File: src/rtl/api_frame_tx_escaper_unit_assert.svh
// assertion macros for the api frame transmit escaper
// expects clk and rst_n in the scope where they are used
`ifndef API_FRAME_TX_ESCAPER_UNIT_ASSERT_SVH
`define API_FRAME_TX_ESCAPER_UNIT_ASSERT_SVH

// same-cycle implication, checked outside reset
`define AFTX_ASSERT_SAME(lbl, ante, cons, msg) \
  lbl: assert property (@(posedge clk) disable iff (!rst_n) (ante) |-> (cons)) \
    else $error(msg);

// next-cycle implication, checked outside reset
`define AFTX_ASSERT_NEXT(lbl, ante, cons, msg) \
  lbl: assert property (@(posedge clk) disable iff (!rst_n) (ante) |=> (cons)) \
    else $error(msg);

`endif

File: src/rtl/aftx_pkg.sv
// shared types, constants and helper functions of the api frame transmit escaper
// no dependencies
package aftx_pkg;

  localparam int MAX_PAYLOAD  = 256;
  localparam int REM_W        = 9;
  localparam int OPTION_COUNT = 14;
  localparam int OPT_IDX_W    = $clog2(OPTION_COUNT);
  localparam logic [OPT_IDX_W-1:0] OPT_LAST = OPT_IDX_W'(OPTION_COUNT - 1);

  localparam int QUEUE_DEPTH = 2;
  localparam int QPTR_W      = $clog2(QUEUE_DEPTH);
  localparam int QCNT_W      = $clog2(QUEUE_DEPTH + 1);

  localparam logic [7:0] START_MARK = 8'h7E;
  localparam logic [7:0] ESC_MARK   = 8'h7D;
  localparam logic [7:0] XON_CHAR   = 8'h11;
  localparam logic [7:0] XOFF_CHAR  = 8'h13;
  localparam logic [7:0] ESC_FLIP   = 8'h20;
  localparam logic [7:0] CSUM_BASE  = 8'hFF;

  localparam logic [7:0]  RST_FRAME_TYPE = 8'h10;
  localparam logic [7:0]  RST_FRAME_ID   = 8'h00;
  localparam logic [63:0] RST_DEST_LONG  = 64'h0000_0000_0000_FFFF;
  localparam logic [15:0] RST_DEST_SHORT = 16'hFFFE;
  localparam logic [7:0]  RST_RADIUS     = 8'h00;
  localparam logic [7:0]  RST_TX_OPTIONS = 8'h43;

  typedef enum logic [2:0] {
    REG_FRAME_TYPE  = 3'd0,
    REG_FRAME_ID    = 3'd1,
    REG_DEST_LONG   = 3'd2,
    REG_DEST_SHORT  = 3'd3,
    REG_RADIUS      = 3'd4,
    REG_TX_OPTIONS  = 3'd5
  } reg_idx_t;

  typedef enum logic [2:0] {
    CMD_BEGIN = 3'b001,
    CMD_DATA  = 3'b010,
    CMD_STRAY = 3'b100
  } cmd_kind_t;

  // last: checksum follows this command
  typedef struct packed {
    cmd_kind_t  kind;
    logic [7:0] data;
    logic       last;
  } cmd_t;

  typedef struct packed {
    logic [7:0]  frame_type;
    logic [7:0]  frame_id;
    logic [63:0] dest_address_long;
    logic [15:0] dest_address_short;
    logic [7:0]  broadcast_radius;
    logic [7:0]  transmit_options;
  } cfg_t;

  function automatic logic needs_escape(input logic [7:0] b);
    return (b == START_MARK) || (b == ESC_MARK) || (b == XON_CHAR) || (b == XOFF_CHAR);
  endfunction

  function automatic logic [7:0] opt_byte(input cfg_t cfg, input logic [OPT_IDX_W-1:0] idx);
    logic [7:0] b;
    case (idx)
      4'd0:    b = cfg.frame_type;
      4'd1:    b = cfg.frame_id;
      4'd2:    b = cfg.dest_address_long[63:56];
      4'd3:    b = cfg.dest_address_long[55:48];
      4'd4:    b = cfg.dest_address_long[47:40];
      4'd5:    b = cfg.dest_address_long[39:32];
      4'd6:    b = cfg.dest_address_long[31:24];
      4'd7:    b = cfg.dest_address_long[23:16];
      4'd8:    b = cfg.dest_address_long[15:8];
      4'd9:    b = cfg.dest_address_long[7:0];
      4'd10:   b = cfg.dest_address_short[15:8];
      4'd11:   b = cfg.dest_address_short[7:0];
      4'd12:   b = cfg.broadcast_radius;
      4'd13:   b = cfg.transmit_options;
      default: b = 8'h00;
    endcase
    return b;
  endfunction

endpackage

File: src/rtl/aftx_front.sv
// front end: accepts input items, tracks the open frame and classifies items
// into commands for the back end; uses aftx_pkg
module aftx_front
  import aftx_pkg::*;
(
  input  logic        clk,
  input  logic        rst_n,
  input  logic        in_tvalid,
  output logic        in_tready,
  input  logic [15:0] in_tdata,
  input  logic        in_tuser,
  input  logic        q_full,
  output logic        push,
  output cmd_t        push_cmd
);

  logic             frame_open_r, frame_open_nxt;
  logic [REM_W-1:0] rem_r, rem_nxt;
  logic [7:0]       len_sat;

  assign in_tready = !q_full;
  assign push      = in_tvalid && in_tready;

  always_comb begin
    len_sat = in_tdata[7:0];
    if (32'(in_tdata[7:0]) > MAX_PAYLOAD - 1) begin
      len_sat = 8'(MAX_PAYLOAD - 1);
    end
  end

  always_comb begin
    frame_open_nxt = frame_open_r;
    rem_nxt        = rem_r;
    push_cmd.kind  = CMD_STRAY;
    push_cmd.data  = in_tdata[15:8];
    push_cmd.last  = 1'b0;
    if (!in_tuser) begin
      push_cmd.kind  = CMD_BEGIN;
      push_cmd.data  = len_sat;
      push_cmd.last  = (len_sat == 8'd0);
      rem_nxt        = REM_W'(len_sat);
      frame_open_nxt = (len_sat != 8'd0);
    end else if (!frame_open_r || rem_r == '0) begin
      push_cmd.kind  = CMD_STRAY;
      frame_open_nxt = 1'b0;
    end else begin
      push_cmd.kind = CMD_DATA;
      rem_nxt       = rem_r - REM_W'(1);
      push_cmd.last = (rem_r == REM_W'(1));
      if (rem_r == REM_W'(1)) begin
        frame_open_nxt = 1'b0;
      end
    end
  end

  always_ff @(posedge clk) begin
    if (!rst_n) begin
      frame_open_r <= 1'b0;
      rem_r        <= '0;
    end else if (push) begin
      frame_open_r <= frame_open_nxt;
      rem_r        <= rem_nxt;
    end
  end

endmodule

File: src/rtl/aftx_queue.sv
// two-entry command queue between front and back end
// uses aftx_pkg
module aftx_queue
  import aftx_pkg::*;
(
  input  logic clk,
  input  logic rst_n,
  input  logic push,
  input  cmd_t push_cmd,
  input  logic pop,
  output logic full,
  output logic head_valid,
  output cmd_t head
);

  cmd_t              mem_r [QUEUE_DEPTH];
  logic [QPTR_W-1:0] wr_ptr_r, rd_ptr_r;
  logic [QCNT_W-1:0] cnt_r, cnt_nxt;

  assign full       = (cnt_r == QCNT_W'(QUEUE_DEPTH));
  assign head_valid = (cnt_r != '0);
  assign head       = mem_r[rd_ptr_r];

  always_comb begin
    cnt_nxt = cnt_r;
    if (push && !pop) begin
      cnt_nxt = cnt_r + QCNT_W'(1);
    end else if (pop && !push) begin
      cnt_nxt = cnt_r - QCNT_W'(1);
    end
  end

  always_ff @(posedge clk) begin
    if (push) begin
      mem_r[wr_ptr_r] <= push_cmd;
    end
  end

  always_ff @(posedge clk) begin
    if (!rst_n) begin
      wr_ptr_r <= '0;
      rd_ptr_r <= '0;
      cnt_r    <= '0;
    end else begin
      cnt_r <= cnt_nxt;
      if (push) begin
        wr_ptr_r <= wr_ptr_r + QPTR_W'(1);
      end
      if (pop) begin
        rd_ptr_r <= rd_ptr_r + QPTR_W'(1);
      end
    end
  end

endmodule

File: src/rtl/aftx_back.sv
// back end: steps through the line bytes of each command, escapes them,
// keeps the checksum and drives the output register; uses aftx_pkg
module aftx_back
  import aftx_pkg::*;
(
  input  logic       clk,
  input  logic       rst_n,
  input  cfg_t       cfg,
  input  logic       head_valid,
  input  cmd_t       head,
  output logic       pop,
  output logic       out_tvalid,
  input  logic       out_tready,
  output logic [7:0] out_tdata,   // out_byte
  output logic [2:0] out_tuser,   // byte_valid, frame_done, stray_error
  output logic       out_tlast    // last_of_run
);

  typedef enum logic [6:0] {
    ST_START  = 7'b0000001,
    ST_LEN_HI = 7'b0000010,
    ST_LEN_LO = 7'b0000100,
    ST_OPT    = 7'b0001000,
    ST_DATA   = 7'b0010000,
    ST_CSUM   = 7'b0100000,
    ST_STRAY  = 7'b1000000
  } step_t;

  step_t                step_r, step_nxt, cur_step;
  logic                 active_r, active_nxt;
  logic                 esc_r, esc_nxt;
  logic [OPT_IDX_W-1:0] opt_idx_r, opt_idx_nxt, cur_idx;
  logic [7:0]           sum_r, sum_nxt;
  logic [15:0]          total;
  logic [7:0]           raw;
  logic                 fire, escapable;
  logic                 out_valid_r;
  logic [7:0]           out_byte_r, byte_nxt;
  logic [2:0]           out_user_r, user_nxt;
  logic                 out_last_r, last_nxt;

  assign fire  = head_valid && (!out_valid_r || out_tready);
  assign total = 16'(head.data) + 16'(OPTION_COUNT);

  always_comb begin
    cur_idx = active_r ? opt_idx_r : '0;
    if (active_r) begin
      cur_step = step_r;
    end else begin
      case (head.kind)
        CMD_BEGIN: cur_step = ST_START;
        CMD_DATA:  cur_step = ST_DATA;
        CMD_STRAY: cur_step = ST_STRAY;
        default:   cur_step = ST_STRAY;
      endcase
    end
  end

  always_comb begin
    case (cur_step)
      ST_START:  raw = START_MARK;
      ST_LEN_HI: raw = total[15:8];
      ST_LEN_LO: raw = total[7:0];
      ST_OPT:    raw = opt_byte(cfg, cur_idx);
      ST_DATA:   raw = head.data;
      ST_CSUM:   raw = CSUM_BASE - sum_r;
      ST_STRAY:  raw = 8'h00;
      default:   raw = 8'h00;
    endcase
    escapable = needs_escape(raw) && (cur_step != ST_START) && (cur_step != ST_STRAY);
  end

  always_comb begin
    step_nxt    = cur_step;
    opt_idx_nxt = cur_idx;
    active_nxt  = 1'b1;
    esc_nxt     = 1'b0;
    sum_nxt     = sum_r;
    pop         = 1'b0;
    byte_nxt    = esc_r && active_r ? raw ^ ESC_FLIP : raw;
    user_nxt    = 3'b001;
    last_nxt    = 1'b0;
    if (escapable && !(esc_r && active_r)) begin
      // prefix byte, same step again for the flipped byte
      byte_nxt = ESC_MARK;
      esc_nxt  = 1'b1;
    end else begin
      case (cur_step)
        ST_START: begin
          sum_nxt  = 8'h00;
          step_nxt = ST_LEN_HI;
        end
        ST_LEN_HI: step_nxt = ST_LEN_LO;
        ST_LEN_LO: begin
          step_nxt    = ST_OPT;
          opt_idx_nxt = '0;
        end
        ST_OPT: begin
          sum_nxt     = sum_r + raw;
          opt_idx_nxt = cur_idx + OPT_IDX_W'(1);
          if (cur_idx == OPT_LAST) begin
            if (head.last) begin
              step_nxt = ST_CSUM;
            end else begin
              active_nxt = 1'b0;
            end
          end
        end
        ST_DATA: begin
          sum_nxt = sum_r + raw;
          if (head.last) begin
            step_nxt = ST_CSUM;
          end else begin
            active_nxt = 1'b0;
          end
        end
        ST_CSUM: begin
          active_nxt = 1'b0;
          user_nxt   = 3'b011;
        end
        ST_STRAY: begin
          active_nxt = 1'b0;
          user_nxt   = 3'b100;
        end
        default: active_nxt = 1'b0;
      endcase
      if (!active_nxt) begin
        pop      = fire;
        last_nxt = 1'b1;
      end
    end
  end

  always_ff @(posedge clk) begin
    if (fire) begin
      out_byte_r <= byte_nxt;
      out_user_r <= user_nxt;
      out_last_r <= last_nxt;
      step_r     <= step_nxt;
      opt_idx_r  <= opt_idx_nxt;
      sum_r      <= sum_nxt;
    end
  end

  always_ff @(posedge clk) begin
    if (!rst_n) begin
      out_valid_r <= 1'b0;
      active_r    <= 1'b0;
      esc_r       <= 1'b0;
    end else begin
      if (fire) begin
        out_valid_r <= 1'b1;
        active_r    <= active_nxt;
        esc_r       <= esc_nxt;
      end else if (out_tready) begin
        out_valid_r <= 1'b0;
      end
    end
  end

  assign out_tvalid = out_valid_r;
  assign out_tdata  = out_byte_r;
  assign out_tuser  = out_user_r;
  assign out_tlast  = out_last_r;

endmodule

File: src/rtl/api_frame_tx_escaper_unit.sv
// Escaped API transmit-frame encoder.
// Input stream: tuser is the action (0 begin a frame, 1 payload byte); tdata carries
//   payload_length in [7:0] and data_byte in [15:8].
// Output stream: one encoded line byte per beat in tdata; tuser bit 0 byte_valid,
//   bit 1 frame_done, bit 2 stray_error; tlast marks the last byte caused by an item.
// Config port: cfg_index selects frame_type (0), frame_id (1), dest_address_long (2),
//   dest_address_short (3), broadcast_radius (4), transmit_options (5); always ready.
//   Other indexes are ignored.
// A begin gives 17 to 33 line bytes, a payload byte 1 to 4 (escaped byte plus an
//   escaped checksum when it ends the frame), a stray byte one error beat.
// The back end emits one line byte per cycle while the receiver is ready; a two-entry
//   command queue lets the front take an item every cycle while it has room. The first
//   byte of an item passes through the queue and then the output register.
// Reset (synchronous, rst_n low) closes any frame, empties the queue and the output
//   register and restores the register defaults.
// When the receiver stalls, the output beat holds; the queue fills and in_tready drops.
module api_frame_tx_escaper_unit
  import aftx_pkg::*;
(
  input  logic        clk,
  input  logic        rst_n,
  input  logic        in_tvalid,
  output logic        in_tready,
  input  logic [15:0] in_tdata,   // payload_length, data_byte
  input  logic        in_tuser,   // action
  output logic        out_tvalid,
  input  logic        out_tready,
  output logic [7:0]  out_tdata,  // out_byte
  output logic [2:0]  out_tuser,  // byte_valid, frame_done, stray_error
  output logic        out_tlast,  // last_of_run
  input  logic        cfg_valid,
  output logic        cfg_ready,
  input  logic [2:0]  cfg_index,
  input  logic [63:0] cfg_data
);

  `include "api_frame_tx_escaper_unit_assert.svh"

  cfg_t cfg_r;
  logic push, pop, q_full, head_valid;
  cmd_t push_cmd, head;

  assign cfg_ready = 1'b1;

  always_ff @(posedge clk) begin
    if (!rst_n) begin
      cfg_r.frame_type         <= RST_FRAME_TYPE;
      cfg_r.frame_id           <= RST_FRAME_ID;
      cfg_r.dest_address_long  <= RST_DEST_LONG;
      cfg_r.dest_address_short <= RST_DEST_SHORT;
      cfg_r.broadcast_radius   <= RST_RADIUS;
      cfg_r.transmit_options   <= RST_TX_OPTIONS;
    end else if (cfg_valid && cfg_ready) begin
      case (reg_idx_t'(cfg_index))
        REG_FRAME_TYPE: cfg_r.frame_type         <= cfg_data[7:0];
        REG_FRAME_ID:   cfg_r.frame_id           <= cfg_data[7:0];
        REG_DEST_LONG:  cfg_r.dest_address_long  <= cfg_data;
        REG_DEST_SHORT: cfg_r.dest_address_short <= cfg_data[15:0];
        REG_RADIUS:     cfg_r.broadcast_radius   <= cfg_data[7:0];
        REG_TX_OPTIONS: cfg_r.transmit_options   <= cfg_data[7:0];
        default: ;
      endcase
    end
  end

  aftx_front u_front (
    .clk       (clk),
    .rst_n     (rst_n),
    .in_tvalid (in_tvalid),
    .in_tready (in_tready),
    .in_tdata  (in_tdata),
    .in_tuser  (in_tuser),
    .q_full    (q_full),
    .push      (push),
    .push_cmd  (push_cmd)
  );

  aftx_queue u_queue (
    .clk        (clk),
    .rst_n      (rst_n),
    .push       (push),
    .push_cmd   (push_cmd),
    .pop        (pop),
    .full       (q_full),
    .head_valid (head_valid),
    .head       (head)
  );

  aftx_back u_back (
    .clk        (clk),
    .rst_n      (rst_n),
    .cfg        (cfg_r),
    .head_valid (head_valid),
    .head       (head),
    .pop        (pop),
    .out_tvalid (out_tvalid),
    .out_tready (out_tready),
    .out_tdata  (out_tdata),
    .out_tuser  (out_tuser),
    .out_tlast  (out_tlast)
  );

  // checksum byte always closes the run
  `AFTX_ASSERT_SAME(a_done_ends_run, out_tvalid && out_tuser[1], out_tlast, "done without tlast")
  // error beat stands alone and carries no line byte
  `AFTX_ASSERT_SAME(a_stray_alone, out_tvalid && out_tuser[2],
                    out_tlast && !out_tuser[0] && out_tdata == 8'h00, "bad stray beat")
  // an escape prefix is never the last byte of a run
  `AFTX_ASSERT_SAME(a_prefix_not_last, out_tvalid && out_tuser[0] && out_tdata == ESC_MARK,
                    !out_tlast, "escape prefix ends run")
  // queue never overflows: a full queue holds the input off
  `AFTX_ASSERT_SAME(a_full_blocks, q_full, !in_tready, "queue full but ready")

endmodule

File: config.mk
export PLATFORM = sky130hd
export DESIGN_NAME = api_frame_tx_escaper_unit
export DESIGN_NICKNAME = d
export VERILOG_FILES = /design/src/rtl/aftx_pkg.sv /design/src/rtl/aftx_front.sv /design/src/rtl/aftx_queue.sv /design/src/rtl/aftx_back.sv /design/src/rtl/api_frame_tx_escaper_unit.sv
export VERILOG_INCLUDE_DIRS = /design/src /design/src/rtl
export SDC_FILE = /design/constraint.sdc
export NUM_CORES = 1
export LEC_CHECK = 0
export BUFFER_PORTS_ARGS = -buffer_cell sky130_fd_sc_hd__buf_4
export CORE_AREA = 2 2 167 169
export CTS_BUF_LIST = sky130_fd_sc_hd__clkbuf_4 sky130_fd_sc_hd__clkbuf_8 sky130_fd_sc_hd__clkbuf_16
export DETAILED_ROUTE_END_ITERATION = 8
export DIE_AREA = 0 0 169 171
export GPL_ROUTABILITY_DRIVEN = 0
export REMOVE_ABC_BUFFERS = 1
export SYNTH_ARGS = -nofsm -noshare
export SYNTH_HDL_FRONTEND = slang
export SYNTH_SLANG_ARGS = --single-unit
File: constraint.sdc
create_clock -name clk -period 8.55 [get_ports clk]
set_clock_uncertainty 0.1 [all_clocks]
set_input_delay 0.4275 -clock clk [delete_from_list [all_inputs] [get_ports clk]]
set_output_delay 0.4275 -clock clk [all_outputs]
set_load 0.02 [all_outputs]
# After elaboration in Yosys (flattened, before gate mapping)
# Memories as Yosys holds them, arrays and structs flattened. A register that Yosys moved wholly into a read port is not among the register bits.
# Cells that the tools add are included.
[classes]
add_sub_neg = 9
n_eq_ne = 37
mux = 41
n_bitwise = 2
n_reduce_logical = 39
[ops]
columns = ["op", "n"]
rows = [
  ["8-bit one-hot mux with 14 select lines", 1],
  ["8-bit one-hot mux with 6 select lines", 1],
  ["7-bit one-hot mux with 5 select lines", 1],
  ["7-bit two-way mux", 4],
  ["4-bit equality test, second input constant", 6],
  ["1-bit two-way mux", 19],
  ["9-bit two-way mux", 2],
  ["4-bit by 3-bit equality test with 1-bit output, second input constant", 4],
  ["8-bit by 5-bit equality test with 1-bit output, second input constant", 2],
  ["8-bit by 7-bit equality test with 1-bit output, second input constant", 2],
  ["8-bit one-hot mux with 2 select lines", 1],
  ["2-bit AND reduction", 8],
  ["7-bit one-hot mux with 2 select lines", 1],
  ["8-bit by 4-bit adder with 9-bit output, second input constant", 1],
  ["3-bit by 2-bit equality test with 1-bit output, second input constant", 3],
  ["9-bit by 1-bit equality test with 1-bit output, second input constant", 1],
  ["9-bit zero test", 1],
  ["9-bit by 1-bit subtractor with 9-bit output, second input constant", 1],
  ["8-bit adder", 1],
  ["4-bit by 2-bit equality test with 1-bit output, second input constant", 2],
  ["1-bit logical AND", 8],
  ["8-bit zero test", 1],
  ["4-bit two-way mux", 2],
  ["8-bit two-way mux", 1],
  ["other kinds (36)", 54],
]
[word_totals]
register_bits = 160
ramBits = 24
output_inout_bits = 15
word_cells = 149
memories = 1
[mem_list]
columns = ["name", "words", "word_bits", "read_ports", "rd_clocked_by_memory_dff", "write_ports", "line_no", "rtl"]
rows = [
  ["u_queue.mem_r", 2, 12, 1, 1, 1, "aftx_queue.sv:16", "cmd_t mem_r [QUEUE_DEPTH];"],
]

# Logic depth before layout (Yosys ltp)
# Gate-level depths: netlist of run 1.
[depth]
depth_word = 18
ltp_mapped = 23
depth_no_buf = 17

# Hierarchy
# A second synthesis of run 1 with hierarchy kept.
[hier_totals]
hier_cells = 1037
hier_area_um2 = 9889.5
[by_module_without_submodules]
columns = ["mod", "instances", "cells_per_inst", "area_per_inst_um2"]
rows = [
  ["api_frame_tx_escaper_unit", 1, 449, 4426.7],
  ["aftx_back", 1, 412, 3542.1],
  ["aftx_queue", 1, 59, 1082.3],
  ["aftx_front", 1, 117, 838.3],
]

# Least setup slack after synthesis of run 1
# Ideal clock, no wire load.
[synth_path]
path_kind = "register to register"
start = "register u_back.active_r"
end = "register u_back.sum_r[0] (enable)"
setup_time_ps = 386
arrival_ps = 4182
path_slack_ps = 3882
stages_incl_launch_ff = 19
path_buffers = 7
synth_period_minus_slack_ps = 4668
cell_sequence = "dfxtp_1 -> buf_6 -> clkbuf_1 -> clkbuf_1 -> buf_1 -> nand2_1 -> ha_1 -> clkbuf_1 -> clkbuf_1 -> and3_1 -> a32oi_1 -> nand4_1 -> o31ai_1 -> o311a_1 -> inv_1 -> o2111ai_1 -> a21oi_2 -> buf_4 -> a211oi_1"
[synth_between]
elab_chain_cells = 13
word_cells_on_any_way = 42
[synth_lines]
columns = ["item", "line_no", "rtl"]
rows = [
  ["start, declared", "aftx_back.sv:30", "logic active_r, active_nxt;"],
  ["start signal, assigned", "aftx_back.sv:153", "active_r <= active_nxt;"],
  ["4-bit two-way mux", "aftx_back.sv:46", "cur_idx = active_r ? opt_idx_r : '0;"],
  ["4-bit equality test, or another cell as far along", "aftx_pkg.sv:66", "case (idx)"],
  ["8-bit one-hot mux with 14 select lines", "aftx_pkg.sv:66", ""],
  ["8-bit one-hot mux with 6 select lines (*)", "aftx_back.sv:60", "case (cur_step)"],
  ["via u_back.raw[0]", "aftx_back.sv:35", "logic [7:0] raw;"],
  ["8-bit by 7-bit equality test with 1-bit output", "aftx_pkg.sv:61", "return (b == START_MARK) || (b == ESC_MARK) || (b == XON_CHAR) || (b == XOFF_CHAR);"],
  ["1-bit logical OR (2 in a row)", "aftx_pkg.sv:61", ""],
  ["1-bit logical OR (*)", "aftx_pkg.sv:61", ""],
  ["1-bit logical AND (*) (2 in a row)", "aftx_back.sv:70", "escapable = needs_escape(raw) && (cur_step != ST_START) && (cur_step != ST_STRAY);"],
  ["1-bit logical AND (*)", "aftx_back.sv:83", "if (escapable && !(esc_r && active_r)) begin"],
  ["1-bit inverter (no line) (*)", "--", ""],
  ["3-bit AND reduction (no line) (*)", "--", ""],
  ["end signal, assigned", "aftx_back.sv:141", "sum_r <= sum_nxt;"],
  ["end, declared", "aftx_back.sv:33", "logic [7:0] sum_r, sum_nxt;"],
]
# The timed path passes the listed nets; every way through them passes the cells marked *.
# A chain may end at the register's enable or synchronous reset.

# Worst setup path in the final report of run 1
[layout_path]
start = "register u_back.active_r"
end = "register u_queue.cnt_r[1]"
[layout_between]
elab_chain_cells = 15
word_cells_on_any_way = 49
[layout_lines]
columns = ["item", "line_no", "rtl"]
rows = [
  ["4-bit two-way mux", "aftx_back.sv:46", ""],
  ["4-bit equality test, or another cell as far along", "aftx_pkg.sv:66", ""],
  ["8-bit one-hot mux with 14 select lines", "aftx_pkg.sv:66", ""],
  ["8-bit one-hot mux with 6 select lines (*)", "aftx_back.sv:60", ""],
  ["via u_back.raw[3]", "aftx_back.sv:35", ""],
  ["8-bit by 7-bit equality test with 1-bit output", "aftx_pkg.sv:61", ""],
  ["1-bit logical OR (2 in a row)", "aftx_pkg.sv:61", ""],
  ["1-bit logical OR (*)", "aftx_pkg.sv:61", ""],
  ["1-bit logical AND (*) (2 in a row)", "aftx_back.sv:70", ""],
  ["1-bit logical AND (*)", "aftx_back.sv:83", ""],
  ["1-bit two-way mux (*)", "aftx_back.sv:83", ""],
  ["1-bit zero test", "aftx_queue.sv:26", "if (push && !pop) begin"],
  ["1-bit logical AND", "aftx_queue.sv:26", ""],
  ["2-bit two-way mux / 2-bit nonzero test (equally long branches)", "--", ""],
  ["end signal, assigned", "aftx_queue.sv:45", "cnt_r <= cnt_nxt;"],
  ["end, declared", "aftx_queue.sv:18", "logic [QCNT_W-1:0] cnt_r, cnt_nxt;"],
]
# The timed path passes the listed nets; every way through them passes the cells marked *. The select of a mux whose other input is x is not followed.

==> run metrics, run 1 <==
status finished clean; Slew Viols, Final 0; FF-to-FF path depth 14; die area 28900 µm²; DR WL/cell 18.43 µm; drt first-iter violations 843; Final Hold Fails 0; Pleak 4.158 nW; CP startpoint kind flop; Core Rows 61; global-route wire length before repair 44020 µm; Ant. Diodes 0; drt via density 5.429; Initial Util 0.3428; sequential share of the synthesized area 0.4541; Cell Area, Placed 10350 µm²; Max VDD drop 145.3 µV; Async SR Flop Fraction 0; clk slew on worst S/H paths 0.07 ns; Cells after Synth 1079; total gr overflow 0; # setup viols final 0; Core Box Area 27320 µm²; Comb pwr share 0.297; Post-layout nets 1244; relative slew slack 0.2837; largest net degree at the start of global routing 79; layout cells sized above 1 0.1525; Sw Share 0.3530; clock buffer depth 2; hold crit path type in -> reg; Data required, critical path 8.81 ns; fin crit period 5.242 ns; main flop type after synthesis dfxtp_1; FMAX 190.8 MHz; crit share post-route 0.6131; DIE HEIGHT 171 µm; post-DP HPWL 20110 µm; NetSw 1.011 mW; worst skew pair latency 0.45 ns; drc violations 0; I/O pins 104; Cell variety after synth 78; total power 2.863 mW; warnings from Yosys 0; post-layout util 0.4014; GRT Total Usage 0.1959; # clock sinks 185; Syn Std Cell Area 9368 µm²; area grow syn2layout 17.07%; top post-synthesis cells by area dfxtp_1 28%, edfxtp_1 18%, nand2_1 11%; cts hold-fix bufs 0; register bit total from synthesis 185; EDFF count, synth 55; Reg power frac 0.409; Port Buf Inserts 102; measured slew at the worst slew-check pin 1.073 ns; Post-CTS Setup Bufs 0; DRT Pass-1 Iters 5; Yosys top cell area share 0.2778; PwrDens 261.1 nW/µm²; H-tree levels 4; Critical Path Fanout Max 21; worst path arrival time 5.50 ns; initial antenna violation count 0; Total Neg Setup Slack 0 ns; unrepaired setup endpoints after global routing no; Die X 169 µm; min setup slack post-route 3.308 ns; Max Cap Viol 0; dominant cell type by area after synthesis dfxtp_1; antenna-violating nets left 0; vias in the first global route 7866; via count 8144; root buf cell clkbuf_16; design area 10970 µm²; Clk network pwr share 0.294; Total Wirelength 27650 µm; Crit Path Category reg -> reg; internal power 1.852 mW; Mean Syn Cell Area 8.682 µm²; CTS tree built; Num CTS Buffers 17; post-place setup slack 3.421 ns; Resized cells post-CTS 0; CP Capture Type flop; worst hold stages 3
## power by group through the flow
| stage | Combinational [mW] | Sequential [mW] | Clock, mW |
|---|---|---|---|
| final | 0.850 | 1.17 | 0.843 |
| after global routing | 0.930 | 1.19 | 0.893 |
| after CTS | 0.843 | 1.17 | 0.856 |
| after detailed placement | 0.840 | 1.19 | 0 |
| after global placement | 0.836 | 1.18 | 0 |
| after floorplan | 0.497 | 1.21 | 0 |
## metal layers
layer | up-vias | track usage | share of wire | routed length [µm]
li1 | 3974 | - | - | -
met1 | 3873 | 0.2785 | 0.48 | 13210
met2 | 255 | 0.3015 | 0.44 | 12280
met3 | 42 | 0.03354 | 0.057 | 1571
met4 | 0 | 0.06615 | 0.021 | 588
met5 | - | 0 | 0 | 0
## worst max-delay path, cell delays in order (launching register included)
cell and delay, ns:
dfxtp_1 0.75, nand2_1 0.21, ha_1 0.52, and4b_1 0.37
a32oi_1 0.21, nand4_1 0.12, o31ai_1 0.36, o2111ai_1 0.32
or4_4 0.62, a21oi_2 0.52, nor3_2 0.16, inv_1 0.09
ha_1 0.25, or3_1 0.37, a21boi_0 0.17
## logic make-up (layout without fill, tap and decap cells)
group                      Yosys count  after routing  synth area share
AOI/OAI and AO/OA                  241            241            0.1929
other                                1              1         0.0004003
buffers and inverters               83            158           0.03700
muxes                               27             27           0.03099
xor gates and xnor gates            15             15           0.01402
adders and majority gates           14             14           0.01870
DFF                                185            185            0.4541
and+or+nand+nor                    513            513            0.2519
## path summary, 6_finish.rpt
kind / slack [ns] / from / to
setup / recovery: 3.31 / u_back.active_r / u_queue.cnt_r[1]
hold / removal: 0.11 / cfg_data[13] / cfg_r[29]
setup reg to reg: 3.31 / u_back.active_r / u_queue.cnt_r[1]
hold reg to reg: 0.35 / u_front.rem_r[8] / u_front.rem_r[8]
## cells in the mapped netlist, types with 14 or more instances
library cell	count
a21boi_0	80
dfxtp_1	130
a21oi_1	15
o21ai_0	27
nor2b_1	14
nand2_1	286
edfxtp_1	55
clkbuf_1	53
nor2_1	47
a22oi_1	18
mux2_2	16
inv_1	16
ha_1	14
nand3_1	75
## flip-flops by register name (all words and copies together), names as in the netlist, named ones only
register,flops
cfg_r,112
u_back.active_r,1
u_back.esc_r,1
u_back.opt_idx_r,4
u_back.out_tdata,8
u_back.out_tlast,1
u_back.out_tuser,3
u_back.out_tvalid,1
u_back.step_r,7
u_back.sum_r,8
u_front.frame_open_r,1
u_front.rem_r,9
u_queue.cnt_r,2
u_queue.mem_r,24
u_queue.rd_ptr_r,1
u_queue.wr_ptr_r,1
## stage by stage
step	hold WS, ns	cells
after floorplan	0.3190	1012
after global routing	0.09109	1500
after detailed placement	0.3385	1468
final	0.1079	1500
after CTS	0.09829	1500
after global placement	0.3361	1468
## cell usage in the layout (no fill, tap or decap), drive strengths merged, types with 8 or more instances in the layout
cell,Yosys,final
nand2,286,286
dfxtp,130,130
buf,14,110
a21boi,81,81
nand3,75,75
edfxtp,55,55
nor2,48,48
o21ai,31,31
clkbuf,53,22
inv,16,22
a22oi,18,18
a21oi,17,17
mux2,16,16
nor2b,14,14
ha,14,14
and2,13,13
mux2i,11,11
nor3,11,11
nand2b,10,10
and3,10,10
a32oi,10,10
nand4,9,9
xor2,8,8
o22ai,8,8
## final cells by class
type,instances,area [µm²]
Clock buffer,22,493.0
Clock inverter,10,126.4
Fill cell,2779,16360
Inverter,16,60.06
Multi-Input combinational cell,811,4775
Sequential cell,185,4254
Tap cell,346,432.9
Timing Repair Buffer,110,825.8
Note: power is estimated with default switching activity, not from simulation.
==> run 2, diff against run 1 <==
Clock period 8.55 ns to 5.05 ns, I/O delays scaled along.
==> run metrics, run 2 (synthesis gave the netlist of run 1 again) <==
slowest CP cell edfxtp_1; Total Wirelength 28340 µm (+2.5%); most frequent cells in the layout 286 x nand2_1, 130 x dfxtp_1, 117 x buf_4; worst hold slack 0.002000 ns (-0.1059 ns); FILL cells 2730 (-1.8%); H-tree levels 4 (unchanged); PwrDens 415.8 nW/µm² (+59%); Final Hold Fails 0 (unchanged); worst path arrival time 4.75 ns (-0.75 ns); # setup viols final 0 (unchanged); Total Neg Setup Slack 0 ns (unchanged); met1 Track Usage GR 0.2821 (+0.003641); hold crit path type in -> reg; clk slew on worst S/H paths 0.07 ns (about the same); status finished, violations left; FMAX 223.0 MHz (+17%); clock buffer depth 2 (unchanged); DIE HEIGHT 171 µm (unchanged); Data required, critical path 5.31 ns (-3.50 ns); Port Buf Inserts 102 (unchanged); Max Cap Viol 0 (unchanged); GRT Total Usage 0.1994 (+0.003459); drt via density 5.412 (-0.32%); unrepaired setup endpoints after global routing no; Core Rows 61 (unchanged); gr busiest metal met2; relative slew slack 0.2349 (-0.04881); worst skew pair latency 0.44 ns (about the same); max incr delay on CP 0.98 ns (+0.23 ns); post-layout util 0.4226 (+0.02125); cts hold-fix bufs 57 (+57); post-DP HPWL 20360 µm (+1.2%); Ant. Diodes 0 (unchanged); fin crit period 4.485 ns (-0.7570 ns); commonest non-fill, non-tap cell in the layout nand2_1; via count 8464 (+3.9%); die area 28900 µm² (unchanged); CP Capture Type flop; initial antenna violation count 0 (unchanged); Resized cells post-CTS 0 (unchanged); Initial Util 0.3428 (unchanged); antenna-violating nets left 0 (unchanged); Max VDD drop 216.9 µV (+49%); Largest register FFs 112 (unchanged); drt first-iter violations 816 (-3.2%); area grow syn2layout 23.27%; met3 usage 0.03354 (unchanged); Die X 169 µm (unchanged); crit-path cells o41ai_2 > a222oi_1 > o211ai_1 > o31ai_2 > nand2_1 > or4_4 > a21oi_2 > nor3_2 > inv_1 > ha_1 > or3_1 > a21boi_0; # clock sinks 185 (unchanged); global-route wire length before repair 44950 µm (+2.1%); measured slew at the worst slew-check pin 1.139 ns (+0.06563 ns); DR WL/cell 18.12 µm (-1.7%); Num CTS Buffers 17 (unchanged); Core Box Area 27320 µm² (unchanged); Top reg by flops cfg_r; crit share post-route 0.8880 (+0.2750); DRT Pass-1 Iters 9 (+4); I/O pins 104 (unchanged); root buf cell clkbuf_16; largest net degree at the start of global routing 75 (-5.1%); CP startpoint kind flop; Crit Path Category reg -> reg; Post-CTS Setup Bufs 0 (unchanged); layout cells sized above 1 0.1502 (-0.002267); Post-layout nets 1308 (+5.1%); failing checks design-rule violations; vias in the first global route 8072 (+2.6%); Critical Path Fanout Max 23 (+9.5%); CTS tree built; Slew Viols, Final 0 (unchanged); Pleak 4.400 nW (+5.8%); largest registers cfg_r x112, u_queue.mem_r x24, u_front.rem_r x9; met2 Resource Use GR 0.3054 (+0.003920); total gr overflow 0 (unchanged); drc violations 2 (+2)
run 2: report_power, final:
group | switching, mW | internal [mW] | total [mW] | leakage, nW
Clock | 0.639 | 0.688 | 1.33 | 0.280
Sequential | 0.204 | 1.77 | 1.98 | 1.58
Combinational | 0.900 | 0.596 | 1.50 | 2.54
run 2: layout make-up:
type	instances	area, µm²	share of cell area
Tap cell	346	432.9	0.03749
Clock inverter	11	108.9	0.009427
Inverter	16	60.06	0.005201
Clock buffer	21	467.9	0.04052
Sequential cell	185	4254	0.3684
Timing Repair Buffer	174	1449	0.1255
Multi-Input combinational cell	811	4775	0.4135
run 2: per-stage QoR:
step | power [mW] | instance area (µm²) | std cells | worst slack (ns)
after global routing | 5.048 | 11550 | 1564 | 0.2612
after detailed placement | 3.447 | 10400 | 1475 | 0.6496
after global placement | 3.426 | 10400 | 1475 | 0.7921
after floorplan | 2.886 | 9081 | 1012 | 0.4626
after CTS | 4.807 | 11550 | 1564 | 0.6228
final | 4.801 | 11550 | 1564 | 0.5654
run 2: path summary, 6_finish.rpt:
kind | startpoint | end | slack, ns | depth (start not counted)
setup / recovery | u_back.opt_idx_r[3] | u_queue.cnt_r[1] | 0.57 | 12
hold reg to reg | u_front.rem_r[8] | u_front.rem_r[8] | 0.36 | 2
hold / removal | cfg_data[32] | cfg_r[64] | 0.002 | 3
setup reg to reg | u_back.opt_idx_r[3] | u_queue.cnt_r[1] | 0.57 | 12
run 2: worst max-delay path, delay by kind of cell (launching register included):
kind            cells  cell delay (ns)
compound gates      6             1.82
fa+ha+maj           1             0.26
buf+inv             1             0.09
flops               1             0.98
simple gates        4             1.15
run 2: per-layer routing:
| layer | part of all wire | wire (µm) |
|---|---|---|
| met3 | 0.063 | 1778 |
| met1 | 0.47 | 13410 |
| met5 | 0 | 0 |
| met4 | 0.030 | 848 |
| met2 | 0.43 | 12300 |
